--- src/rtl/core/pgm_gray_histogram_macros.svh ---
// ----------------------------------------------------------------------------
// pgm_gray_histogram assertion macros
// shared assertion forms for the gray histogram block
// ----------------------------------------------------------------------------
`ifndef PGM_GRAY_HISTOGRAM_MACROS_SVH
`define PGM_GRAY_HISTOGRAM_MACROS_SVH

// same-cycle implication
`define PGH_ASSERT_IMP(label, clk, rst, ante, cons, msg) \
   label: assert property (@(posedge clk) disable iff (rst) (ante) |-> (cons)) \
      else $error(msg);

// next-cycle implication
`define PGH_ASSERT_NXT(label, clk, rst, ante, cons, msg) \
   label: assert property (@(posedge clk) disable iff (rst) (ante) |=> (cons)) \
      else $error(msg);

`endif

--- src/rtl/core/pgh_pkg.sv ---
// ----------------------------------------------------------------------------
// pgh_pkg
// types, codes and helpers shared by the gray histogram block
// ----------------------------------------------------------------------------
package pgh_pkg;

   localparam int BIN_COUNT_BITS = 32;
   localparam int DIM_BITS       = 16;
   localparam int NUM_BINS       = 256;
   localparam int BIN_IDX_BITS   = 8;
   localparam int RSP_COUNT_BITS = 32;
   localparam int PIXEL_BITS     = 2 * DIM_BITS;
   localparam int QUEUE_DEPTH    = 3;
   localparam int REQ_TDATA_BITS = 16;
   localparam int RSP_TDATA_BITS = 72;

   localparam logic [1:0] ACT_START = 2'd0;
   localparam logic [1:0] ACT_BYTE  = 2'd1;
   localparam logic [1:0] ACT_READ  = 2'd2;

   localparam logic [7:0] MAGIC_P    = 8'h50;
   localparam logic [7:0] MAGIC_5    = 8'h35;
   localparam logic [7:0] CHAR_SPACE = 8'h20;
   localparam logic [7:0] CHAR_LF    = 8'h0A;
   localparam logic [7:0] CHAR_ZERO  = 8'h30;
   localparam logic [7:0] CHAR_NINE  = 8'h39;

   localparam logic [1:0] POS_FIRST  = 2'd0;
   localparam logic [1:0] POS_SECOND = 2'd1;
   localparam logic [1:0] POS_SEP    = 2'd2;

   localparam logic [DIM_BITS-1:0]       DIM_MAX = {DIM_BITS{1'b1}};
   localparam logic [BIN_COUNT_BITS-1:0] BIN_MAX = {BIN_COUNT_BITS{1'b1}};

   typedef enum logic [2:0] {
      PH_MAGIC  = 3'd0,
      PH_WIDTH  = 3'd1,
      PH_HEIGHT = 3'd2,
      PH_MAXVAL = 3'd3,
      PH_PIXELS = 3'd4,
      PH_BAD    = 3'd5
   } pgh_phase_type;

   typedef struct packed {
      logic                    valid;
      logic                    clear;
      logic                    pixel;
      logic                    read;
      logic [BIN_IDX_BITS-1:0] idx;
   } pgh_op_type;

   typedef struct packed {
      logic                complete;
      pgh_phase_type       phase;
      logic [DIM_BITS-1:0] height;
      logic [DIM_BITS-1:0] width;
   } pgh_status_type;

   typedef struct packed {
      pgh_status_type            status;
      logic [RSP_COUNT_BITS-1:0] count;
   } pgh_rsp_type;

   function automatic logic is_digit(input logic [7:0] b);
      return (b >= CHAR_ZERO) && (b <= CHAR_NINE);
   endfunction

   function automatic logic [DIM_BITS-1:0] dim_digit(input logic [DIM_BITS-1:0] acc,
                                                     input logic [7:0] b);
      logic [7:0]          d;
      logic [DIM_BITS+3:0] sum;
      d   = b - CHAR_ZERO;
      sum = (DIM_BITS+4)'({acc, 3'b000}) + (DIM_BITS+4)'({acc, 1'b0})
          + (DIM_BITS+4)'(d[3:0]);
      return (sum > (DIM_BITS+4)'(DIM_MAX)) ? DIM_MAX : sum[DIM_BITS-1:0];
   endfunction

endpackage

--- src/rtl/core/pgh_outq.sv ---
// ----------------------------------------------------------------------------
// pgh_outq
// small response queue decoupling the pipeline from the receiver
// ----------------------------------------------------------------------------
module pgh_outq (
   input  logic                clock,
   input  logic                reset,
   input  logic                push,
   input  pgh_pkg::pgh_rsp_type push_data,
   input  logic                pop,
   output logic                not_empty,
   output pgh_pkg::pgh_rsp_type head_data,
   output logic [1:0]          level
);
   import pgh_pkg::*;

   pgh_rsp_type entry_ff [QUEUE_DEPTH];
   logic [1:0]  head_ff, head_in;
   logic [1:0]  tail_ff, tail_in;
   logic [1:0]  level_ff, level_in;

   function automatic logic [1:0] ptr_next(input logic [1:0] p);
      return (p == 2'(QUEUE_DEPTH - 1)) ? 2'd0 : p + 2'd1;
   endfunction

   always_comb begin
      head_in  = pop  ? ptr_next(head_ff) : head_ff;
      tail_in  = push ? ptr_next(tail_ff) : tail_ff;
      level_in = level_ff + 2'(push) - 2'(pop);
   end

   always_ff @(posedge clock) begin
      if (reset) begin
         head_ff  <= '0;
         tail_ff  <= '0;
         level_ff <= '0;
      end else begin
         head_ff  <= head_in;
         tail_ff  <= tail_in;
         level_ff <= level_in;
      end
   end

   always_ff @(posedge clock) begin
      if (push) begin
         entry_ff[tail_ff] <= push_data;
      end
   end

   assign not_empty = (level_ff != '0);
   assign head_data = entry_ff[head_ff];
   assign level     = level_ff;

endmodule

--- config.mk ---
export PLATFORM = sky130hd
export DESIGN_NAME = pgh_outq
export DESIGN_NICKNAME = d
export VERILOG_FILES = /design/src/rtl/core/pgm_gray_histogram_macros.svh /design/src/rtl/core/pgh_pkg.sv /design/src/rtl/core/pgh_outq.sv
export SDC_FILE = /design/constraint.sdc
export NUM_CORES = 1
export LEC_CHECK = 0
export BUFFER_PORTS_ARGS = -buffer_cell sky130_fd_sc_hd__buf_2
export CORE_UTILIZATION = 59
export DETAILED_ROUTE_END_ITERATION = 7
export PLACE_DENSITY = 0.81
export SYNTH_ARGS = -nofsm -noshare
export SYNTH_HDL_FRONTEND = slang
export SYNTH_SLANG_ARGS = --single-unit
--- constraint.sdc ---
create_clock -name clock -period 12.5 [get_ports clock]
set_clock_uncertainty 0.1 [all_clocks]
set_input_delay 0 -clock clock [delete_from_list [all_inputs] [get_ports clock]]
set_output_delay 0 -clock clock [all_outputs]
set_load 0.05 [all_outputs]
* Word-level counts from Yosys, hierarchy flattened *
Memory sizes are Yosys's and may differ from the RTL's. A register that Yosys moved wholly into a read port is not among the register bits.
Index checks and enable logic that the tools add are counted.

storage, ports and cells
  memories kept = 1
  logic and storage cells = 17
  bits in writable memories = 204
  output and inout port bits = 71
  flip-flop bits (word level) = 6
  bits of input ports = 72

cells by class
  reductions and logical operators = 1
  equality and inequality tests = 2
  muxes and demuxes = 6
  add/sub/neg operators = 4

memory list
  memory    depth  bits a word  rd ports  clocked after Yosys merged registers in  write ports  line            source
  entry_ff  3      68           1         1                                        1            pgh_outq.sv:17  pgh_rsp_type entry_ff [QUEUE_DEPTH];

operators with widths
  operator                                                       number
  2-bit 2-to-1 mux                                               4
  2-bit by 1-bit adder with 2-bit output, second input constant  2
  2-bit == test, second input constant                           2
  2-bit by 1-bit adder with 2-bit output                         1
  1-bit 2-to-1 mux                                               2
  2-bit nonzero test                                             1
  2-bit by 1-bit subtractor with 2-bit output                    1

* Longest topological paths before layout *
  depth in word-level cells = 4
  gate-level depth with buffers = 6
  depth with buffers taken out = 6

* Worst setup path before layout *
Ideal clock, no wire load.

  path type = register -> register
  start = register tail_ff[0]
  end = register tail_ff[0]
  arrival = 5930 ps
  period minus slack after synthesis = 6110 ps
  stages on the path, launching flop included = 3
  slack = 6390 ps
  setup time = 80 ps
  buffers on the path = 0
  data required time = 12320 ps
  cell sequence = dfxtp_1 nor3b_1 o21ba_2

on the way
  cells in the longest elaborated chain, start to end = 2
  elaborated cells between the ends (all ways) = 3
  classes of those cells = add/sub: 1; eq/ne: 1; mux: 1

ends and longest elaborated chain
  what                                                                            line            source
  start, declared                                                                 pgh_outq.sv:19  logic [1:0] tail_ff, tail_in;
  start signal, assigned                                                          pgh_outq.sv:39  tail_ff <= tail_in;
  2-bit by 1-bit adder with 2-bit output / 2-bit == test (equally long branches)  pgh_outq.sv:23  return (p == 2'(QUEUE_DEPTH - 1)) ? 2'd0 : p + 2'd1;
  2-bit 2-to-1 mux *                                                              pgh_outq.sv:23

Mark *: on every way between the ends. The rest lies on a longest branch, timed or not.
A chain may end at the register's enable or synchronous reset.

==> results_dict.tcl <==
set metrics [dict create \
    leakage_nw 3.65 \
    worstPathArrival_ns 2.64 \
    grt_pass1_wl_um 24300 \
    synth_top_family_by_area "multiplexers" \
    rsz0062_at_grt "no" \
    synth-simple-area-share_pct 4.26 \
    synth_most_common_cell "edfxtp_1" \
    tightestPinTransition_ns 0.954 \
    dieArea_mm2 0.0139 \
    relSlewSlack_pct 36.2 \
    clock_sinks 212 \
    nFillCells 719 \
    setup_tns_ns 0 \
    whs_ns 0.153 \
    use_met1_pct 27.7 \
    min_period_ns 2.74 \
    slew_viol_final 0 \
    max-cap-violations 0 \
    num_rows 41 \
    clock_tree.root_cell "clkbuf_16" \
    diodes 0 \
    fin_crit_sh_pct 21.9 \
    core_region_area_mm2 0.0128 \
    grt-busiest-layer "met2" \
    cts_buffers 22 \
    yosysWarningCount 0 \
    seqPwrFrac_pct 48.8 \
    synth_edf_count 204 \
    cts.repair.resized 0 \
    final-hold-violation-count 0 \
    antenna_found_initial 0 \
    cp-start-kind "flop" \
    num_vias 4599 \
    grtUsageMet3_pct 5.28 \
    synth_top_area_share_pct 77.6 \
    drt_pass1_iterations 4 \
    endpoint_kind "output pin" \
    clk_pin_slew_worst_paths_ns 0.06 \
    synthAdderAreaFrac_pct 0.317 \
    multi_input_area_mm2 0.00145 \
    synthCells 461 \
    synth_top_area_cell "edfxtp_1" \
    synth.area.top_cells "edfxtp_1 (78%), mux2i_1 (8.6%), nand2_1 (3.3%)" \
    die_x_um 118 \
    initial_core_util_pct 61.6 \
    min_path_type "in -> reg" \
    status "finished, final reports clean" \
    grt_overflow 0 \
    clockBufferDepth 3 \
    p_sw_share_pct 25.7 \
    grtUsageTotal_pct 22.7 \
    pwr-share-comb_pct 14.1 \
    via_per_inst 5.29 \
    place_hpwl_um 8440 \
    areaGrowthSynthToFinish_pct 28.5 \
    setup_viol 0 \
    synth_area_per_cell_um2 17.1 \
    synth_compound_area_share_pct 4.69 \
    die_h_um 118 \
    htreeDepth 1 \
    cts_tree "done" \
    crit_type "reg -> out" \
    routedWlPerCell_um 18.1 \
    wirelength_um 15800 \
    yosysSeqAreaShare_pct 79.6 \
    cellPowerDensity_mw_per_mm2 167 \
    ys_ff_latch 212 \
    yosys_most_used_dff "edfxtp_1" \
    drtIter0Drc 229 \
    peakVddDrop_mv 0.133 \
    drive_gt1_share_pct 27.1 \
    regArea_mm2 0.00629 \
    io_pins 143 \
    internal_power_w 0.00126 \
    synth_xor_area_share_pct 0.285 \
    grt_max_degree 77 \
    ys_types 24 \
    synth_mux_area_share_pct 8.62 \
    numPortBuffers 142 \
    postCtsHoldBufs 72 \
    power_switching_w 0.000436 \
    max_freq_mhz 365 \
    power_frac_clock_pct 37.0 \
    grt_pass1_vias 4893 \
    drc_errors 0 \
    post_cts_buffers 0 \
    ant_nets 0 \
    met2_usage_pct 39.4 \
    cp_max_fo 41 \
    synthesis.area_mm2 0.00790 \
    final_cells 870 \
    insertion_delay_ns 0.48 \
    syn_nets 535 \
    dp.cells 758 \
    final_net_count 756 \
    place_congestion 0.770 \
    async_flop_share_pct 0 \
    synthTopCellsByCount "edfxtp_1 (204), nand2_1 (69), mux2i_1 (68), o21ai_0 (48), o21ai_1 (20)" \
    critPathRequiredTime_ns 12.40 \
]
-- area by class of cell --
type / instances / area share [%]
tap: 172 / 2.12
clock inverter: 12 / 1.08
multi-input combinational: 224 / 14.3
inverter: 2 / 0.0740
clock buffer: 28 / 5.86
timing repair buffer: 220 / 14.5
sequential: 212 / 62.0
-- state kept, by name (all words and copies together), names as in the netlist, named ones only --
name,flops
entry_ff,204
head_ff,2
tail_ff,2
level,2
-- power by group through the flow --
stage / clock network, W / registers (W) / logic [W]
2_1_floorplan: 0 / 0.000844 / 0.000163
3_3_place_gp: 0 / 0.000841 / 0.000215
3_5_place_dp: 0 / 0.000844 / 0.000219
4_1_cts: 0.000636 / 0.000829 / 0.000239
5_1_grt: 0.000662 / 0.000832 / 0.000252
6_report: 0.000629 / 0.000829 / 0.000240
-- worst max-delay path, cell delays in order (launching register included) --
cell and delay (ns):
dfxtp_4 0.66, buf_4 0.69, mux2i_1 0.17, o21ai_0 0.28, buf_2 0.33
-- metrics by stage --
step	utilization [%]	instance area, um^2	worst slack [ns]	power (W)
2_1_floorplan	-	7900	6.39	0.00101
3_3_place_gp	68.0	8720	10.21	0.00106
3_5_place_dp	68.0	8720	10.18	0.00106
4_1_cts	79.1	10100	9.66	0.00170
5_1_grt	79.1	10100	9.64	0.00175
6_report	79.1	10100	9.76	0.00170
-- cells by family after synthesis --
logic type / Yosys count
muxes: 68
buffers and inverters: 25
and+or+nand+nor: 81
xor gates and xnor gates: 1
AOI/OAI and AO/OA: 72
adders and majority gates: 2
DFF: 212
-- final timing paths --
kind	startpoint	to	slack [ns]	cells after the start
hold reg to reg	head_ff[1]	flop	0.40	2
hold / removal	push_data[60]	entry_ff[2][60]	0.15	2
setup reg to reg	tail_ff[1]	entry_ff[2][37]	10.21	3
setup / recovery	flop	head_data[56]	9.76	4
-- cell usage in the layout (no fill, tap or decap), types with 3 or more instances in the layout --
cell type | Yosys | final
dlygate4sd3_1 | 0 | 72
clkinv_1 | 0 | 3
mux2i_1 | 68 | 68
buf_2 | 6 | 142
clkbuf_1 | 9 | 5
o21ai_1 | 20 | 20
clkbuf_16 | 0 | 23
o21ai_0 | 48 | 48
clkinv_2 | 0 | 6
edfxtp_1 | 204 | 204
nand2_1 | 69 | 69
buf_4 | 3 | 6
nor2b_1 | 3 | 3
dfxtp_1 | 8 | 6
-- per-layer routing --
metal  vias up  part of all wire (%)
met3        39                   5.6
met4         0                   2.5
met5         -                     0
li1       2175                     -
met1      2218                    40
met2       167                    52
(Power assumes the default switching activity.)
