--- src/rtl/core/pgm_gray_histogram_macros.svh ---
// ----------------------------------------------------------------------------
// pgm_gray_histogram assertion macros
// shared assertion forms for the gray histogram block
// ----------------------------------------------------------------------------
`ifndef PGM_GRAY_HISTOGRAM_MACROS_SVH
`define PGM_GRAY_HISTOGRAM_MACROS_SVH

// same-cycle implication
`define PGH_ASSERT_IMP(label, clk, rst, ante, cons, msg) \
   label: assert property (@(posedge clk) disable iff (rst) (ante) |-> (cons)) \
      else $error(msg);

// next-cycle implication
`define PGH_ASSERT_NXT(label, clk, rst, ante, cons, msg) \
   label: assert property (@(posedge clk) disable iff (rst) (ante) |=> (cons)) \
      else $error(msg);

`endif

--- src/rtl/core/pgh_pkg.sv ---
// ----------------------------------------------------------------------------
// pgh_pkg
// types, codes and helpers shared by the gray histogram block
// ----------------------------------------------------------------------------
package pgh_pkg;

   localparam int BIN_COUNT_BITS = 32;
   localparam int DIM_BITS       = 16;
   localparam int NUM_BINS       = 256;
   localparam int BIN_IDX_BITS   = 8;
   localparam int RSP_COUNT_BITS = 32;
   localparam int PIXEL_BITS     = 2 * DIM_BITS;
   localparam int QUEUE_DEPTH    = 3;
   localparam int REQ_TDATA_BITS = 16;
   localparam int RSP_TDATA_BITS = 72;

   localparam logic [1:0] ACT_START = 2'd0;
   localparam logic [1:0] ACT_BYTE  = 2'd1;
   localparam logic [1:0] ACT_READ  = 2'd2;

   localparam logic [7:0] MAGIC_P    = 8'h50;
   localparam logic [7:0] MAGIC_5    = 8'h35;
   localparam logic [7:0] CHAR_SPACE = 8'h20;
   localparam logic [7:0] CHAR_LF    = 8'h0A;
   localparam logic [7:0] CHAR_ZERO  = 8'h30;
   localparam logic [7:0] CHAR_NINE  = 8'h39;

   localparam logic [1:0] POS_FIRST  = 2'd0;
   localparam logic [1:0] POS_SECOND = 2'd1;
   localparam logic [1:0] POS_SEP    = 2'd2;

   localparam logic [DIM_BITS-1:0]       DIM_MAX = {DIM_BITS{1'b1}};
   localparam logic [BIN_COUNT_BITS-1:0] BIN_MAX = {BIN_COUNT_BITS{1'b1}};

   typedef enum logic [2:0] {
      PH_MAGIC  = 3'd0,
      PH_WIDTH  = 3'd1,
      PH_HEIGHT = 3'd2,
      PH_MAXVAL = 3'd3,
      PH_PIXELS = 3'd4,
      PH_BAD    = 3'd5
   } pgh_phase_type;

   typedef struct packed {
      logic                    valid;
      logic                    clear;
      logic                    pixel;
      logic                    read;
      logic [BIN_IDX_BITS-1:0] idx;
   } pgh_op_type;

   typedef struct packed {
      logic                complete;
      pgh_phase_type       phase;
      logic [DIM_BITS-1:0] height;
      logic [DIM_BITS-1:0] width;
   } pgh_status_type;

   typedef struct packed {
      pgh_status_type            status;
      logic [RSP_COUNT_BITS-1:0] count;
   } pgh_rsp_type;

   function automatic logic is_digit(input logic [7:0] b);
      return (b >= CHAR_ZERO) && (b <= CHAR_NINE);
   endfunction

   function automatic logic [DIM_BITS-1:0] dim_digit(input logic [DIM_BITS-1:0] acc,
                                                     input logic [7:0] b);
      logic [7:0]          d;
      logic [DIM_BITS+3:0] sum;
      d   = b - CHAR_ZERO;
      sum = (DIM_BITS+4)'({acc, 3'b000}) + (DIM_BITS+4)'({acc, 1'b0})
          + (DIM_BITS+4)'(d[3:0]);
      return (sum > (DIM_BITS+4)'(DIM_MAX)) ? DIM_MAX : sum[DIM_BITS-1:0];
   endfunction

endpackage

--- src/rtl/core/pgh_parser.sv ---
// ----------------------------------------------------------------------------
// pgh_parser
// header parser and pixel counter; issues bin operations per request
// ----------------------------------------------------------------------------
module pgh_parser (
   input  logic                   clock,
   input  logic                   reset,
   input  logic                   req_accept,
   input  logic [1:0]             action,
   input  logic [7:0]             file_byte,
   input  logic [7:0]             bin_index,
   output pgh_pkg::pgh_op_type     op,
   output pgh_pkg::pgh_status_type status
);
   import pgh_pkg::*;

   pgh_phase_type           phase_ff, phase_in;
   logic [1:0]              pos_ff, pos_in;
   logic [DIM_BITS-1:0]     width_ff, width_in;
   logic [DIM_BITS-1:0]     height_ff, height_in;
   logic [PIXEL_BITS-1:0]   pixels_ff, pixels_in;
   logic                    complete_ff, complete_in;
   logic [PIXEL_BITS-1:0]   product_ff;
   logic                    is_start;
   logic                    is_byte;

   assign is_start = req_accept && (action == ACT_START);
   assign is_byte  = req_accept && (action == ACT_BYTE);

   // next phase
   always_comb begin
      phase_in = phase_ff;
      if (is_start) begin
         phase_in = PH_MAGIC;
      end else if (is_byte) begin
         unique case (phase_ff)
            PH_MAGIC: begin
               if (pos_ff == POS_FIRST) begin
                  if (file_byte != MAGIC_P) phase_in = PH_BAD;
               end else if (pos_ff == POS_SECOND) begin
                  if (file_byte != MAGIC_5) phase_in = PH_BAD;
               end else begin
                  phase_in = PH_WIDTH;
               end
            end
            PH_WIDTH: begin
               if (file_byte == CHAR_SPACE) phase_in = PH_HEIGHT;
            end
            PH_HEIGHT: begin
               if (file_byte == CHAR_LF) phase_in = PH_MAXVAL;
            end
            PH_MAXVAL: begin
               if (file_byte == CHAR_LF) phase_in = PH_PIXELS;
            end
            PH_PIXELS: phase_in = PH_PIXELS;
            PH_BAD:    phase_in = PH_BAD;
            default:   phase_in = phase_ff;
         endcase
      end
   end

   // datapath and bin operation
   always_comb begin
      pos_in      = pos_ff;
      width_in    = width_ff;
      height_in   = height_ff;
      pixels_in   = pixels_ff;
      complete_in = complete_ff;
      op          = '0;
      op.valid    = req_accept;
      op.idx      = bin_index;
      if (req_accept) begin
         unique case (action)
            ACT_START: begin
               pos_in      = POS_FIRST;
               width_in    = '0;
               height_in   = '0;
               pixels_in   = '0;
               complete_in = 1'b0;
               op.clear    = 1'b1;
            end
            ACT_READ: begin
               op.read = 1'b1;
            end
            ACT_BYTE: begin
               unique case (phase_ff)
                  PH_MAGIC: begin
                     if (pos_ff == POS_FIRST) begin
                        if (file_byte == MAGIC_P) pos_in = POS_SECOND;
                     end else if (pos_ff == POS_SECOND) begin
                        if (file_byte == MAGIC_5) pos_in = POS_SEP;
                     end else begin
                        pos_in = POS_FIRST;
                     end
                  end
                  PH_WIDTH: begin
                     if (file_byte != CHAR_SPACE && is_digit(file_byte))
                        width_in = dim_digit(width_ff, file_byte);
                  end
                  PH_HEIGHT: begin
                     if (file_byte != CHAR_LF && is_digit(file_byte))
                        height_in = dim_digit(height_ff, file_byte);
                  end
                  PH_MAXVAL: begin
                     if (file_byte == CHAR_LF)
                        complete_in = (width_ff == '0) || (height_ff == '0);
                  end
                  PH_PIXELS: begin
                     if (!complete_ff) begin
                        op.pixel    = 1'b1;
                        op.idx      = file_byte;
                        pixels_in   = pixels_ff + PIXEL_BITS'(1);
                        complete_in = (pixels_in == product_ff);
                     end
                  end
                  PH_BAD: begin
                     pos_in = pos_ff;
                  end
                  default: begin
                     pos_in = pos_ff;
                  end
               endcase
            end
            default: begin
               op.valid = req_accept;
            end
         endcase
      end
   end

   assign status.complete = complete_in;
   assign status.phase    = phase_in;
   assign status.height   = height_in;
   assign status.width    = width_in;

   always_ff @(posedge clock) begin
      if (reset) begin
         phase_ff    <= PH_MAGIC;
         pos_ff      <= POS_FIRST;
         width_ff    <= '0;
         height_ff   <= '0;
         pixels_ff   <= '0;
         complete_ff <= 1'b0;
      end else begin
         phase_ff    <= phase_in;
         pos_ff      <= pos_in;
         width_ff    <= width_in;
         height_ff   <= height_in;
         pixels_ff   <= pixels_in;
         complete_ff <= complete_in;
      end
   end

   // pixel total, settled before the first pixel arrives
   always_ff @(posedge clock) begin
      product_ff <= PIXEL_BITS'(width_ff) * PIXEL_BITS'(height_ff);
   end

endmodule

--- config.mk ---
export PLATFORM = sky130hd
export DESIGN_NAME = pgh_parser
export DESIGN_NICKNAME = d
export VERILOG_FILES = /design/src/rtl/core/pgm_gray_histogram_macros.svh /design/src/rtl/core/pgh_pkg.sv /design/src/rtl/core/pgh_parser.sv
export SDC_FILE = /design/constraint.sdc
export NUM_CORES = 1
export LEC_CHECK = 0
export ABC_CLOCK_PERIOD_IN_PS = 6150
export BUFFER_PORTS_ARGS = -buffer_cell sky130_fd_sc_hd__buf_2
export CAP_MARGIN = 20
export CORE_AREA = 2 2 167 169
export CTS_BUF_LIST = sky130_fd_sc_hd__clkbuf_16
export DETAILED_ROUTE_END_ITERATION = 6
export DIE_AREA = 0 0 169 171
export PLACE_DENSITY = 0.88
export SETUP_SLACK_MARGIN = 0.15
export SLEW_MARGIN = 15
export SYNTH_ARGS = -nofsm -noshare
export SYNTH_HDL_FRONTEND = slang
export SYNTH_SLANG_ARGS = --single-unit
--- constraint.sdc ---
create_clock -name clock -period 6.15 [get_ports clock]
set_input_delay 0.615 -clock clock [delete_from_list [all_inputs] [get_ports clock]]
set_output_delay 0.615 -clock clock [all_outputs]
set_load 0.05 [all_outputs]
Yosys cells after proc, flatten, opt, wreduce, memory -nomap -nowiden
Cells that the tools add are included.
Widths: inputs -> output; s select.

operators by class
  eq/ne operators = 22
  reduce and logical (&&, ||, !) cells = 14
  add/sub/neg operators = 6
  $mul = 1
  $lt $le $gt $ge = 4
  multiplexer cells = 43

operators by type and width
  cell                   count
  $mux 16                8
  $mux 32                2
  $pmux 16 s2            2
  $pmux 32 s2            1
  $add 19x17->20         2
  $add 20x4->20          2
  $gt 20x16->1 const B   2
  $add 32x1->32 const B  1
  $eq 32x32->1           1
  $logic_not 16->1       2
  $mul 16x16->32         1
  $mux 3                 9
  $mux 8                 3
  $pmux 3 s6             1
  $eq 8x6->1 const B     2
  $ne 8x6->1 const B     2
  $mux 12                1
  $mux 2                 5
  $eq 8x4->1 const B     1
  $eq 8x7->1 const B     1
  $ge 8x6->1 const B     1
  $le 8x6->1 const B     1
  $mux 1                 8
  $ne 8x4->1 const B     1
  20 further kinds       30

storage, ports and cells
  output and inout bits = 48
  logic and storage cells = 97
  bits in registers = 102
  input bits = 21

Longest topological paths before layout
Gate-level depths: netlist of the first run.

  depth in word-level cells = 8
  mapped depth = 24
  mapped depth without buffers = 22

Worst setup path after synthesis of the first run
No wires, ideal clock.

  path type = register to register
  start = reg height_ff[1]
  end = reg product_ff[28]
  clock period less this slack = 6.027 ns
  data arrival time = 5.905 ns
  library setup time = 0.122 ns
  cell stages (with the launch flop) = 21
  required time = 6.028 ns
  path buffers = 2
  path slack = 0.123 ns
  cells stage by stage = dfxtp_1 > clkbuf_1 > clkbuf_1 > nand2_1 > fa_1 > fa_1 > fa_1 > fa_1 > inv_1 > fa_1 > inv_1 > fa_1 > inv_1 > ha_1 > a21o_1 > a21oi_1 > nor2b_1 > a31oi_1 > a2111oi_0 > nor2_1 > xor2_1

between the ends
  cells in the longest elaborated chain, start to end = 1

ends and longest elaborated chain
  what                    RTL line           source
  start, declared         pgh_parser.sv:20   logic [DIM_BITS-1:0] height_ff, height_in;
  start signal, assigned  pgh_parser.sv:148  height_ff <= height_in;
  $mul 16x16->32          pgh_parser.sv:156  product_ff <= PIXEL_BITS'(width_ff) * PIXEL_BITS'(height_ff);
  end signal, assigned    pgh_parser.sv:156
  end, declared           pgh_parser.sv:23   logic [PIXEL_BITS-1:0] product_ff;

Every way passes these cells.
A chain may end at the register's enable or synchronous reset.

Final worst setup path of the first run
  start = reg width_ff[5]
  end = reg product_ff[22]

between the ends
  cells in the longest elaborated chain, start to end = 1

ends and longest elaborated chain
  what                    RTL line           source
  start, declared         pgh_parser.sv:19   logic [DIM_BITS-1:0] width_ff, width_in;
  start signal, assigned  pgh_parser.sv:147  width_ff <= width_in;
  $mul 16x16->32          pgh_parser.sv:156

Every way passes these cells.

==> results of run 1 <==
registers in the layout, summed over array words and instances, names as in the netlist:
| name | count |
|---|---|
| complete_ff | 1 |
| height_ff | 16 |
| phase_ff | 3 |
| pixels_ff | 32 |
| pos_ff | 2 |
| product_ff | 32 |
| width_ff | 16 |
layer usage:
metal  global-route usage [%]  wire, um  vias to the layer above
met1                     36.6     16400                     6773
met5                        0        13                        -
met4                     14.8      2110                        2
met3                     3.77      2710                      157
li1                         -         -                     6418
met2                     50.5     20200                      559
critical path: stages, from the launching register on:
cell and delay (ns):
sky130_fd_sc_hd__dfxtp_2 0.45, sky130_fd_sc_hd__buf_4 0.21, sky130_fd_sc_hd__buf_4 0.15, sky130_fd_sc_hd__nand2_1 0.07, sky130_fd_sc_hd__fa_1 0.51, sky130_fd_sc_hd__inv_1 0.05
sky130_fd_sc_hd__fa_1 0.58, sky130_fd_sc_hd__fa_1 0.45, sky130_fd_sc_hd__fa_1 0.48, sky130_fd_sc_hd__fa_1 0.50, sky130_fd_sc_hd__inv_1 0.05, sky130_fd_sc_hd__fa_1 0.47
sky130_fd_sc_hd__inv_1 0.04, sky130_fd_sc_hd__ha_1 0.33, sky130_fd_sc_hd__inv_1 0.10, sky130_fd_sc_hd__o21bai_1 0.15, sky130_fd_sc_hd__a21oi_1 0.10, sky130_fd_sc_hd__o21a_1 0.11
sky130_fd_sc_hd__a31oi_1 0.30, sky130_fd_sc_hd__buf_4 0.21, sky130_fd_sc_hd__a21o_1 0.13, sky130_fd_sc_hd__a21oi_1 0.08, sky130_fd_sc_hd__xnor2_1 0.15
area by class of cell:
type / count / area (sq um)
Timing Repair Buffer: 123 / 781
Clock buffer: 9 / 225
Tap cell: 346 / 433
Inverter: 263 / 987
Clock inverter: 7 / 97.6
Sequential cell: 102 / 2080
Multi-Input combinational cell: 1461 / 12400
Fill cell: 2217 / 10400
worst paths after layout:
path / start / endpoint / slack, ns / cells after the start
worst min register to register: pixels_ff[1] / pixels_ff[1] / 0.49 / 2
worst max register to register: width_ff[5] / product_ff[22] / 0.35 / 22
worst min-delay path: pixels_ff[1] / pixels_ff[1] / 0.49 / 2
worst max-delay path: width_ff[5] / product_ff[22] / 0.35 / 22
layout by cell type, fill, tap and decap left out, types with 11 or more instances in the layout:
cell,Yosys,final
sky130_fd_sc_hd__xor2_1,30,30
sky130_fd_sc_hd__and2_1,123,123
sky130_fd_sc_hd__o21ai_0,122,120
sky130_fd_sc_hd__nor3_1,24,24
sky130_fd_sc_hd__and3_1,11,11
sky130_fd_sc_hd__nor2b_1,16,16
sky130_fd_sc_hd__fa_1,198,198
sky130_fd_sc_hd__nand3_1,30,30
sky130_fd_sc_hd__xnor2_1,59,59
sky130_fd_sc_hd__nand2_1,225,225
sky130_fd_sc_hd__nor4_1,23,22
sky130_fd_sc_hd__buf_2,12,69
sky130_fd_sc_hd__nor2_1,76,76
sky130_fd_sc_hd__ha_1,167,166
sky130_fd_sc_hd__inv_1,263,263
sky130_fd_sc_hd__dfxtp_1,102,77
sky130_fd_sc_hd__a21o_1,25,25
sky130_fd_sc_hd__buf_4,6,49
sky130_fd_sc_hd__nand2b_1,17,17
sky130_fd_sc_hd__dfxtp_2,0,23
sky130_fd_sc_hd__nand4_1,20,20
sky130_fd_sc_hd__a21oi_1,143,141
sky130_fd_sc_hd__o21a_1,11,11
sky130_fd_sc_hd__a31oi_1,12,12
repair_timing:
action | 4_1_cts | 5_1_grt
setup endpoints to repair | 4 | 12
hold buffers | 0 | 0
gates resized for setup | 5 | 36
pin swaps | 0 | 0
report_power, final:
part | switching (W) | leakage (nW) | internal, W | total (W)
logic | 0.0000688 | 7.46 | 0.0000248 | 0.0000936
registers | 0.00000343 | 0.835 | 0.000660 | 0.000663
clock network | 0.000315 | 0.158 | 0.000330 | 0.000645
stage by stage:
stage | worst slack, ns | util, %
after CTS | 0.189 | 61.8
after global placement | 0.204 | 60.5
after global routing | 0.104 | 62.1
after detailed placement | 0.0577 | 60.6
after floorplan | 0.223 | -
final | 0.355 | 62.1
kinds of logic after synthesis:
family	synth area share [%]
adder cells (fa/ha/maj)	38.3
flip-flops	12.9
buffers and inverters	9.32
XOR/XNOR	4.93
AO/OA/AOI/OAI	14.3
multiplexers	0.253
AND/OR/NAND/NOR	20.0
==> results.md, run 1 <==
- The run finished with clean final reports.
- The final count of hold timing violations is 0.
- The number of setup buffers added after CTS is 0.
- After synthesis, the most frequently instantiated cells are sky130_fd_sc_hd__inv_1 (263), sky130_fd_sc_hd__nand2_1 (225), sky130_fd_sc_hd__fa_1 (198).
- The floorplan step set the die width to around 170 um.
- The number of global-route vias before repair is 14000.
- Dividing the detail-routed via count by the number of cells gives between 6 and 7.
- The first-pass GRT wire length is 68500 um.
- The starting utilization of the core area is between 50% and 60%.
- The worst-margin pin slew is around 0.94 ns.
- The congestion estimate from routability-driven global placement came to 0.953.
- Across all hold checks on the routed design, the worst slack comes to a little under 0.5 ns.
- Max-cap violations in this run came to 0.
- The start-to-end type of the worst setup path is reg2reg.
- The cell at the root of the clock tree is sky130_fd_sc_hd__clkbuf_16.
- The detailed placer's ending HPWL is around 33000 um.
- The shortest period the worst path allows is approximately 5.8 ns.
- In the final layout, the share of cells above drive strength 1 is under 10%.
- The number of synthesis warnings is 0.
- The total leakage power is around 8.4 nW.
- After detailed routing, the number of remaining DRC violations is 0.
- Yosys instantiated no cell more often than sky130_fd_sc_hd__inv_1.
- Of all flip-flops after synthesis, the portion carrying an async set or reset was 0%.
- Static timing analysis puts the maximum clock frequency at 173 MHz.
- The sort of element at the end of the critical path is a register.
- After synthesis the netlist holds a flip-flop and latch count of ~100.
- The worst-case vdd ir drop is approximately 110 uV.
- The post-placement cell count is ~2300.
- Setup total negative slack on the finished layout was measured at 0 ns.
- The layout-stage area growth over the synthesis result is 7.25%.
- The dominant register cell in the synthesized netlist is sky130_fd_sc_hd__dfxtp_1.
- The later-pin clock latency in the skew report is between 0.3 and 0.4 ns.
- The site row count is just over 60.
- STA puts the critical path data arrival time at between 6 and 7 ns.
- The period utilization is 94.2%.
- The finished layout holds between 2000 and 2500 standard cells, fillers aside.
- STA puts the critical path data required time at roughly 6.4 ns.
- The number of nets in the layout is between 2000 and 2500.
- The cell area after layout is ~0.017 sq mm.
- The total routing resource utilization after global routing is roughly 29%.
- Synthesis produced 1942 cells.
- The total overflow reported by the global router is 0.
- Clock skew on the completed layout was measured at 0.0166 ns.
- Of the synthesized area, sequential elements account for about an eighth.
- Setup violations remaining at the end of the flow were counted as 0.
- The first-pass iteration count of the detailed router is 7.
- The number of antenna violations at the first check in global routing is 1.
- In this run the remaining antenna-violating nets after routing total 0.
- Setup repair after global routing could not meet its margin everywhere.
- The area share of the leading cell type in the synthesized netlist is 25.0%.
- The number of max-slew violations in the final report was 0.
- The synthesized netlist occupies a cell area of 0.0158 sq mm.
- The count of clock tree sinks is approximately 100.
- The count of distinct cell types in the synthesized netlist is a little under 70.
- Of all nets on the critical path, the largest fanout is 9.
- Clock-pin slew was measured on the worst setup and hold paths at 0.08 ns.
- The number of buffers between clock root and the deepest sink is 2.
- STA classifies the critical path startpoint as a register.
- The routed layout has about 14000 vias.
- The wire length after detailed routing is 41400 um.
- The number of buffers added on ports is 68.
- The mean routed wirelength per cell is about 18 um.
- The die area is 0.0289 sq mm.
- The mean instance size in the synthesized netlist is roughly 8.1 sq um.
- The antenna diode count is 0.
- The floorplan step defined a core boundary enclosing approximately 0.027 sq mm.
- Counting flops with a built-in enable in the synthesized netlist gives 0.
- TritonCTS built the clock tree.
- The H-tree depth is 3.
- The overall power of the completed layout is 0.00140 W.
- Measured against its own limit, the worst slew margin works out to between 30% and 40%.
- The total power density per cell area is ~83 mW/mm^2.
- The largest net degree at the start of global routing is 41.
- The min-delay analysis places its worst path in the category reg2reg.
- The iteration-0 DRC count of the detailed router is approximately 1300.
- The cell type with the largest total area after synthesis is sky130_fd_sc_hd__fa_1.
- The total placed instance area is between 0.015 and 0.02 sq mm.
- The number of primary I/O pins is 69.
- In the post-synthesis netlist, the biggest area contributors are sky130_fd_sc_hd__fa_1 (25%), sky130_fd_sc_hd__ha_1 (13%), sky130_fd_sc_hd__dfxtp_1 (13%).
- When the netlist entered floorplanning its net count stood at roughly 2300.
- The die height is roughly 170 um.
- The number of clock buffers added by TritonCTS is 9.
(Power assumes the default switching activity.)
==> inputs of run 2 (changes only) <==
- ABC_AREA: not set -> 1
- CORE_AREA: 2 2 167 169 -> 2 2 171 173
- DIE_AREA: 0 0 169 171 -> 0 0 173 175
==> results.md, run 2 <==
- STA classifies the critical path endpoint as a register.
- At the worst endpoint, the required time is 6.45 ns.
- Yosys mapped the design onto 48 distinct sky130hd cell types.
- The proportion of synthesized chip area in sequential cells is 12.3%.
- The proportion of total power due to net switching is between 20 and 30%.
- Total power for the finished layout comes to roughly 0.0014 W.
- The layout-stage area growth over the synthesis result is 6.53%.
- Counting every net in the synthesized netlist gives between 2000 and 3000.
- In this design, the stage delay of the slowest critical-path cell is roughly 0.54 ns.
- The start-to-end type of the worst setup path is reg2reg.
- The critical path's slowest cell is sky130_fd_sc_hd__fa_1.
- The cell at the root of the clock tree is sky130_fd_sc_hd__clkbuf_16.
- The via total after detailed routing is between 15000 and 20000.
- The max-slew headroom at the worst pin is around 39%.
- The setup check on the worst reg-to-reg path leaves a slack of 0.34 ns.
- Cells with a size suffix above 1 make up approximately 8.8% of the layout.
- After clock tree synthesis, the clock-pin slew on the worst setup and hold paths is around 0.09 ns.
- The count of flip-flops with a built-in enable after synthesis is 0.
- The hold path depth is 2.
- The core outline area is 0.0284 sq mm.
- For this run, the number of Yosys warnings is 0.
- After synthesis, the mean cell area works out to approximately 7.0 sq um.
- The placer congestion estimate is around 0.94.
- The total leakage power is between 9 and 10 nW.
- The number of antenna violations at the first check in global routing is 0.
- Counting I/O delays and the setup requirement, the final critical path takes 5.81 ns.
- The TritonCTS buffer count is 9.
- The CTS tree is yes.
- The final count of hold timing violations is 0.
- The total routing resource utilization after global routing is 29.2%.
- The first global-routing pass estimated between 70000 and 80000 um of wire.
- The post-CTS resize count is 0.
- Using the TritonRoute via totals, the vias-per-cell ratio works out to approximately 5.6.
- The detailed router finished its first iteration with 1485 violations.
- For this design the ratio of total power to cell area is between 70 and 80 mW/mm^2.
- Among all cell types in the netlist, the one instantiated most often is sky130_fd_sc_hd__nand2_1.
- The flow ran to the end, and the final reports show no timing, DRC or antenna violations.
- The worst register-to-register path begins at width_ff[11].
- The top achievable clock speed is roughly 170 MHz.
- The horizontal extent of the die is 173 um.
- Leaving out fill and tap cells, the most frequent cell in the layout is sky130_fd_sc_hd__nand2_1.
- The site row count is slightly above 60.
- The net switching power figure is 0.000389 W.
- In this design, the critical path's most frequently occurring cell is sky130_fd_sc_hd__fa_1.
- The number of buffers added on ports is 68.
- Sequential cells account for slightly below 50% of the total power.
- After synthesis, the largest area contributor takes up a little under a quarter of total cell area.
- The setup TNS is 0 ns.
- Buffers added to address setup during post-CTS repair amount to 0.
- The largest registers in the layout are pixels_ff x32, product_ff x32.
- The longest clock path from root to sink contains 2 buffers.
- Setup repair after global routing could not meet its margin everywhere.
- The share of total power in combinational logic is 8.3%.
- The finished cells cover 0.0177 sq mm.
- The maximum net fanout on the critical path is 13.
- The number of max-slew violations in the final report is 0.
- In this run the remaining antenna-violating nets after routing total 0.
- The post-placement worst setup slack is between 0.2 and 0.25 ns.
- The kind of start point of the critical path is a register.
- On the final layout, the worst hold slack is around 0.47 ns.
- The total placed instance area is 0.0174 sq mm.
- The dominant register cell in the synthesized netlist is sky130_fd_sc_hd__dfxtp_1.
- The die height is ~180 um.
- After synthesis, the cell types taking the most area are sky130_fd_sc_hd__fa_1 (24%), sky130_fd_sc_hd__nand2_1 (15%), sky130_fd_sc_hd__ha_1 (13%).
- The type of the most critical hold path is reg2reg.
- The source of the worst hold timing path is pos_ff[1].
- The final worst-path setup slack is about 0.34 ns.
- The wire length after detailed routing is roughly 43000 um.
- After synthesis, the most frequently instantiated cells are sky130_fd_sc_hd__nand2_1 (684), sky130_fd_sc_hd__inv_1 (480), sky130_fd_sc_hd__fa_1 (198).
- The largest net degree at the start of global routing is 66.
- The H-tree generated during clock tree synthesis spans 3 levels.
- The number of flip-flops and latches in the synthesized netlist is a little over 100.
- The end of the worst register-to-register path is product_ff[23].
- The number of global-route vias before repair was 15900.
- The number of buffers added to fix hold violations after cts is 0.
- The mean routed wirelength per cell is roughly 15 um.
- The number of primary I/O pins is between 60 and 70.
- The worst-case vdd ir drop is 118 uV.
- The max-cap check violation count is 0.
- The die area is a little over 0.03 sq mm.
- Global routing finished with a remaining overflow of 0.
- The depth of the worst register-to-register path is 23.
- The post-synthesis async set-or-reset flop share is 0%.
- The number of remaining DRC errors is 0.
- The share of total power in the clock network is between 40% and 50%.
- The HPWL after detailed placement is ~35000 um.
- The maximum clock skew at final layout is 0.0218 ns.
- For this configuration, the core starts out at a cell density of 58.5%.
- Traced cell by cell, the critical path runs through buf_4 -> nand2_1 -> inv_1 -> fa_1 -> inv_1 -> fa_1 -> inv_1 -> fa_1 -> fa_1 -> fa_1 -> inv_1 -> fa_1 -> inv_1 -> ha_1 -> nand3_1 -> nor3_1 -> a21oi_1 -> o21ai_0 -> nand3_1 -> nand2_1 -> nand3_1 -> nand2_1 -> xor2_1.
- Of all cell types, the one taking the most synthesized area is sky130_fd_sc_hd__fa_1.
- Setup violations remaining at the end of the flow were counted as 0.
- The number of nets in the layout is around 2800.
- The first-pass iteration count of the detailed router is 6.
- The later-pin clock latency in the skew report is ~0.37 ns.
- The data arrival time at the worst-slack endpoint is between 6 and 7 ns.
- The count of clock tree sinks is 102.
- After technology mapping, the gate count stands at around 2400.
- The end of the worst hold path is pos_ff[1].
- After synthesis the cells add up to ~0.017 sq mm.
- The antenna diode count is 0.
- At the pin with the least slew margin, the transition time is 0.919 ns.
- The library cells used most frequently in the layout, excluding fill and tap cells, are sky130_fd_sc_hd__nand2_1 (684), sky130_fd_sc_hd__inv_1 (480), sky130_fd_sc_hd__fa_1 (198), sky130_fd_sc_hd__ha_1 (167), sky130_fd_sc_hd__a21oi_1 (163).
- The internal portion of the total power is 0.000972 W.
- The period utilization is between 90% and 100%.
-- run 2: cell types whose count changed after synthesis, sizes merged, moves of 26 or more --
cell and delta:
a21oi +26, and2 -121, clkbuf -41, inv +229, nand2 +472, nand3 +73
nor2 +70, o21ai -82, xnor2 -41
-- run 2: power by group through the flow --
stage / logic, W / clock network, W / registers, W
final: 0.000113 / 0.000580 / 0.000668
after global routing: 0.000121 / 0.000607 / 0.000668
after CTS: 0.000111 / 0.000582 / 0.000669
after detailed placement: 0.000111 / 0 / 0.000685
after global placement: 0.000107 / 0 / 0.000684
after floorplan: 0.0000772 / 0 / 0.000683
-- run 2: logic make-up after synthesis --
kind of cell,after synthesis,share of synthesized area [%]
AND/OR/NAND/NOR,1008,25.6
flip-flops,102,12.3
multiplexers,1,0.0678
adder cells (fa/ha/maj),365,36.5
XOR/XNOR,49,2.63
AO/OA/AOI/OAI,275,9.53
buffers and inverters,585,13.4
-- run 2: final cells by class --
class,instances,area (sq um)
multi-input cells,1698,12400
fillers,2460,10700
flip-flops and latches,102,2080
inverters,493,1850
repair buffers,108,641
well taps,384,480
clock buffers,9,225
clock inverters,7,61.3
-- run 2: routing by layer --
layer	GRT usage, %	routed length, um	share of wire (%)
met5	0	0	0
met4	15.8	2200	5.1
met3	4.50	3850	8.9
met2	49.3	20200	47
met1	36.2	17100	39
-- run 2: worst max-delay path by stage --
stage | slack, ns | depth (start not counted) | from | endpoint
finish | 0.34 | 23 | width_ff[11] | product_ff[23]
global route | 0.10 | 25 | height_ff[7] | product_ff[23]
CTS | 0.17 | 19 | width_ff[8] | product_ff[26]
detailed placement | 0.21 | 24 | width_ff[8] | product_ff[23]
global placement | 0.33 | 22 | width_ff[8] | product_ff[23]
floorplan | 0.41 | 26 | width_ff[7] | product_ff[23]
-- run 2: through the flow --
step	instances	util [%]
after floorplan	2385	-
after global placement	2785	61.1
after detailed placement	2785	61.1
after CTS	2801	62.2
after global routing	2801	62.3
final	2801	62.3
-- run 2: critical path: cells and delay by family, from the launching register on --
| kind | cells | cell delay, ns |
|---|---|---|
| AO/OA/AOI/OAI | 2 | 0.42 |
| XOR/XNOR | 1 | 0.13 |
| adder cells (fa/ha/maj) | 7 | 3.18 |
| buffers and inverters | 6 | 0.64 |
| flip-flops | 1 | 0.49 |
| AND/OR/NAND/NOR | 7 | 0.89 |
==> inputs of run 3 (changes only) <==
- REMOVE_ABC_BUFFERS: not set -> 1
==> results.md, run 3 (synthesis gave the netlist of run 2 again) <==
- The largest net degree at the start of global routing is between 50 and 60.
- The number of setup violations in the final report is 0.
- The layout-stage area growth over the synthesis result is 6.86%.
- The kind of start point of the critical path is a register.
- The remaining antenna violation count after routing is 0.
- The number of global-route vias before repair is between 15000 and 20000.
- In the final design database the tool counted between 2000 and 3000 nets.
- The worst-margin pin slew is slightly above 0.9 ns.
- The later-pin clock latency in the skew report is around 0.38 ns.
- The first-pass GRT wire length is approximately 73000 um.
- The maximum net fanout on the critical path is 10.
- The tool flagged a number of max-cap violations equal to 0.
- The period utilization is between 90% and 100%.
- Data on the critical path arrives at its endpoint at ~6 ns.
- Global routing used between 20% and 30% of the available tracks.
- The final count of hold timing violations is 0.
- The worst path in the final design needs a cycle of between 5 and 6 ns, including I/O delays and setup.
- The TritonCTS buffer count is 9.
- Detailed placement finished with a half-perimeter wire length of around 35000 um.
- The core region is approximately 0.028 sq mm.
- The congestion estimate from routability-driven global placement came to approximately 0.95.
- Input and output buffers added on the ports amount to slightly below 70.
- The top achievable clock speed is about 180 MHz.
- After clock tree synthesis, the clock-pin slew on the worst setup and hold paths is roughly 0.090 ns.
- Clock tree synthesis found a total of slightly above 100 sinks.
- In the layout the commonest cells are sky130_fd_sc_hd__nand2_1 (684), sky130_fd_sc_hd__inv_1 (480), sky130_fd_sc_hd__fa_1 (198), sky130_fd_sc_hd__ha_1 (167), sky130_fd_sc_hd__a21oi_1 (164).
- The largest registers in the layout are pixels_ff x32, product_ff x32.
- The worst-case vdd ir drop is about 130 uV.
- The site row count is between 60 and 70.
- Between clock sinks in the finished design, the worst skew comes to between 0.01 and 0.015 ns.
- The worst setup path is captured at a register.
- The number of max-slew violations in the final report is 0.
- Once the floorplan was initialized, standard cells occupied between 50% and 60% of the core.
- The number of buffers between clock root and the deepest sink is 2.
- The total leakage power is 9.95 nW.
- The horizontal extent of the die is 173 um.
- The total power density per cell area is ~80 mW/mm^2.
- The mean routed wirelength per cell is between 15 and 20 um.
- The number of primary I/O pins is 69.
- Global routing finished with a remaining overflow of 0.
- Setup repair after global routing could not meet its margin everywhere.
- The floorplan step defined a die boundary enclosing slightly above 0.03 sq mm.
- The run finished with clean final reports.
- The antenna diode count is 0.
- The cell sitting at the root of the clock tree is a sky130_fd_sc_hd__clkbuf_16.
- The iteration-0 DRC count of the detailed router is 1495.
- Leaving out fill and tap cells, the most frequent cell in the layout is sky130_fd_sc_hd__nand2_1.
- TritonCTS built the clock tree.
- Cells fill 62.5% of the core in the end.
- The routed design has between 40000 and 50000 um of wire.
- The first detailed-routing pass ran for 7 iterations.
- The tightest min-delay check is of the reg2reg type.
- The via total after detailed routing is ~16000.
- The required time reported for the critical path endpoint is approximately 6.5 ns.
- The H-tree depth is 3.
- The die height is 175 um.
- The start-to-end type of the worst setup path is reg2reg.
- The worst pin sits at a relative slew slack of 39.0%.
- The proportion of layout cells with a drive suffix above 1 is approximately 9.0%.
- In the routed design, unresolved DRC markers number 0.
- Setup total negative slack on the finished layout was measured at 0 ns.
- The number of vias per cell is between 5 and 6.
- The number of antenna violations at the first check in global routing is 0.
==> run 3: worst max-delay path, cell delays in order (launching register included) <==
cell and delay, ns:
sky130_fd_sc_hd__dfxtp_1 0.34, sky130_fd_sc_hd__buf_4 0.20, sky130_fd_sc_hd__nand2_1 0.11, sky130_fd_sc_hd__fa_1 0.54, sky130_fd_sc_hd__inv_1 0.05, sky130_fd_sc_hd__fa_1 0.50, sky130_fd_sc_hd__inv_1 0.06, sky130_fd_sc_hd__fa_1 0.53
sky130_fd_sc_hd__inv_1 0.07, sky130_fd_sc_hd__fa_1 0.44, sky130_fd_sc_hd__fa_1 0.49, sky130_fd_sc_hd__inv_1 0.05, sky130_fd_sc_hd__fa_1 0.47, sky130_fd_sc_hd__inv_1 0.04, sky130_fd_sc_hd__ha_1 0.36, sky130_fd_sc_hd__nand4_1 0.20
sky130_fd_sc_hd__nor4_1 0.30, sky130_fd_sc_hd__nor2_1 0.11, sky130_fd_sc_hd__o21bai_1 0.24, sky130_fd_sc_hd__a21oi_1 0.14, sky130_fd_sc_hd__o21ai_0 0.20, sky130_fd_sc_hd__xor2_1 0.16
==> run 3: cell type report <==
| cell class | instances | area, sq um |
|---|---|---|
| clock buffer | 9 | 225 |
| clock inverter | 7 | 97.6 |
| fill | 2372 | 10700 |
| inverter | 493 | 1850 |
| multi-input combinational | 1698 | 12300 |
| sequential | 102 | 2070 |
| tap | 384 | 480 |
| timing repair buffer | 111 | 667 |
==> run 3: final timing paths <==
check / startpoint / endpoint / slack [ns] / cells past startpoint
max: height_ff[7] / product_ff[26] / 0.45 / 21
min: pos_ff[1] / pos_ff[1] / 0.47 / 2
max reg2reg: height_ff[7] / product_ff[26] / 0.45 / 21
min reg2reg: pos_ff[1] / pos_ff[1] / 0.47 / 2
==> run 3: what timing repair did <==
| item | CTS | global route |
|---|---|---|
| gates resized for setup | 0 | 25 |
| hold endpoints to repair | 0 | 0 |
| hold buffers | 0 | 0 |
| endpoints found under the setup margin | 0 | 9 |
| setup buffers | 0 | 0 |
==> run 3: through the flow <==
stage               hold slack (ns)  std cells  power (W)  area (sq um)  worst slack (ns)
global route                  0.510       2804    0.00146         17700             0.118
floorplan                     0.437       2293   0.000751         16200             0.653
CTS                           0.477       2803    0.00143         17700             0.236
finish                        0.473       2804    0.00142         17700             0.447
global placement              0.447       2787   0.000791         17400             0.386
detailed placement            0.465       2787   0.000795         17400             0.244
==> run 3: report_power, final <==
part           internal [W]  switching (W)  total (W)
Combinational     0.0000282      0.0000843   0.000112
Sequential         0.000663     0.00000574   0.000669
Clock              0.000331       0.000312   0.000643
Total               0.00102       0.000402    0.00142
==> run 3: routing by layer <==
| metal | track usage, % | share of wire, % |
|---|---|---|
| met2 | 51.2 | 48 |
| met4 | 11.2 | 3.1 |
| met5 | 0 | 0 |
| met1 | 36.5 | 40 |
| met3 | 4.57 | 8.9 |
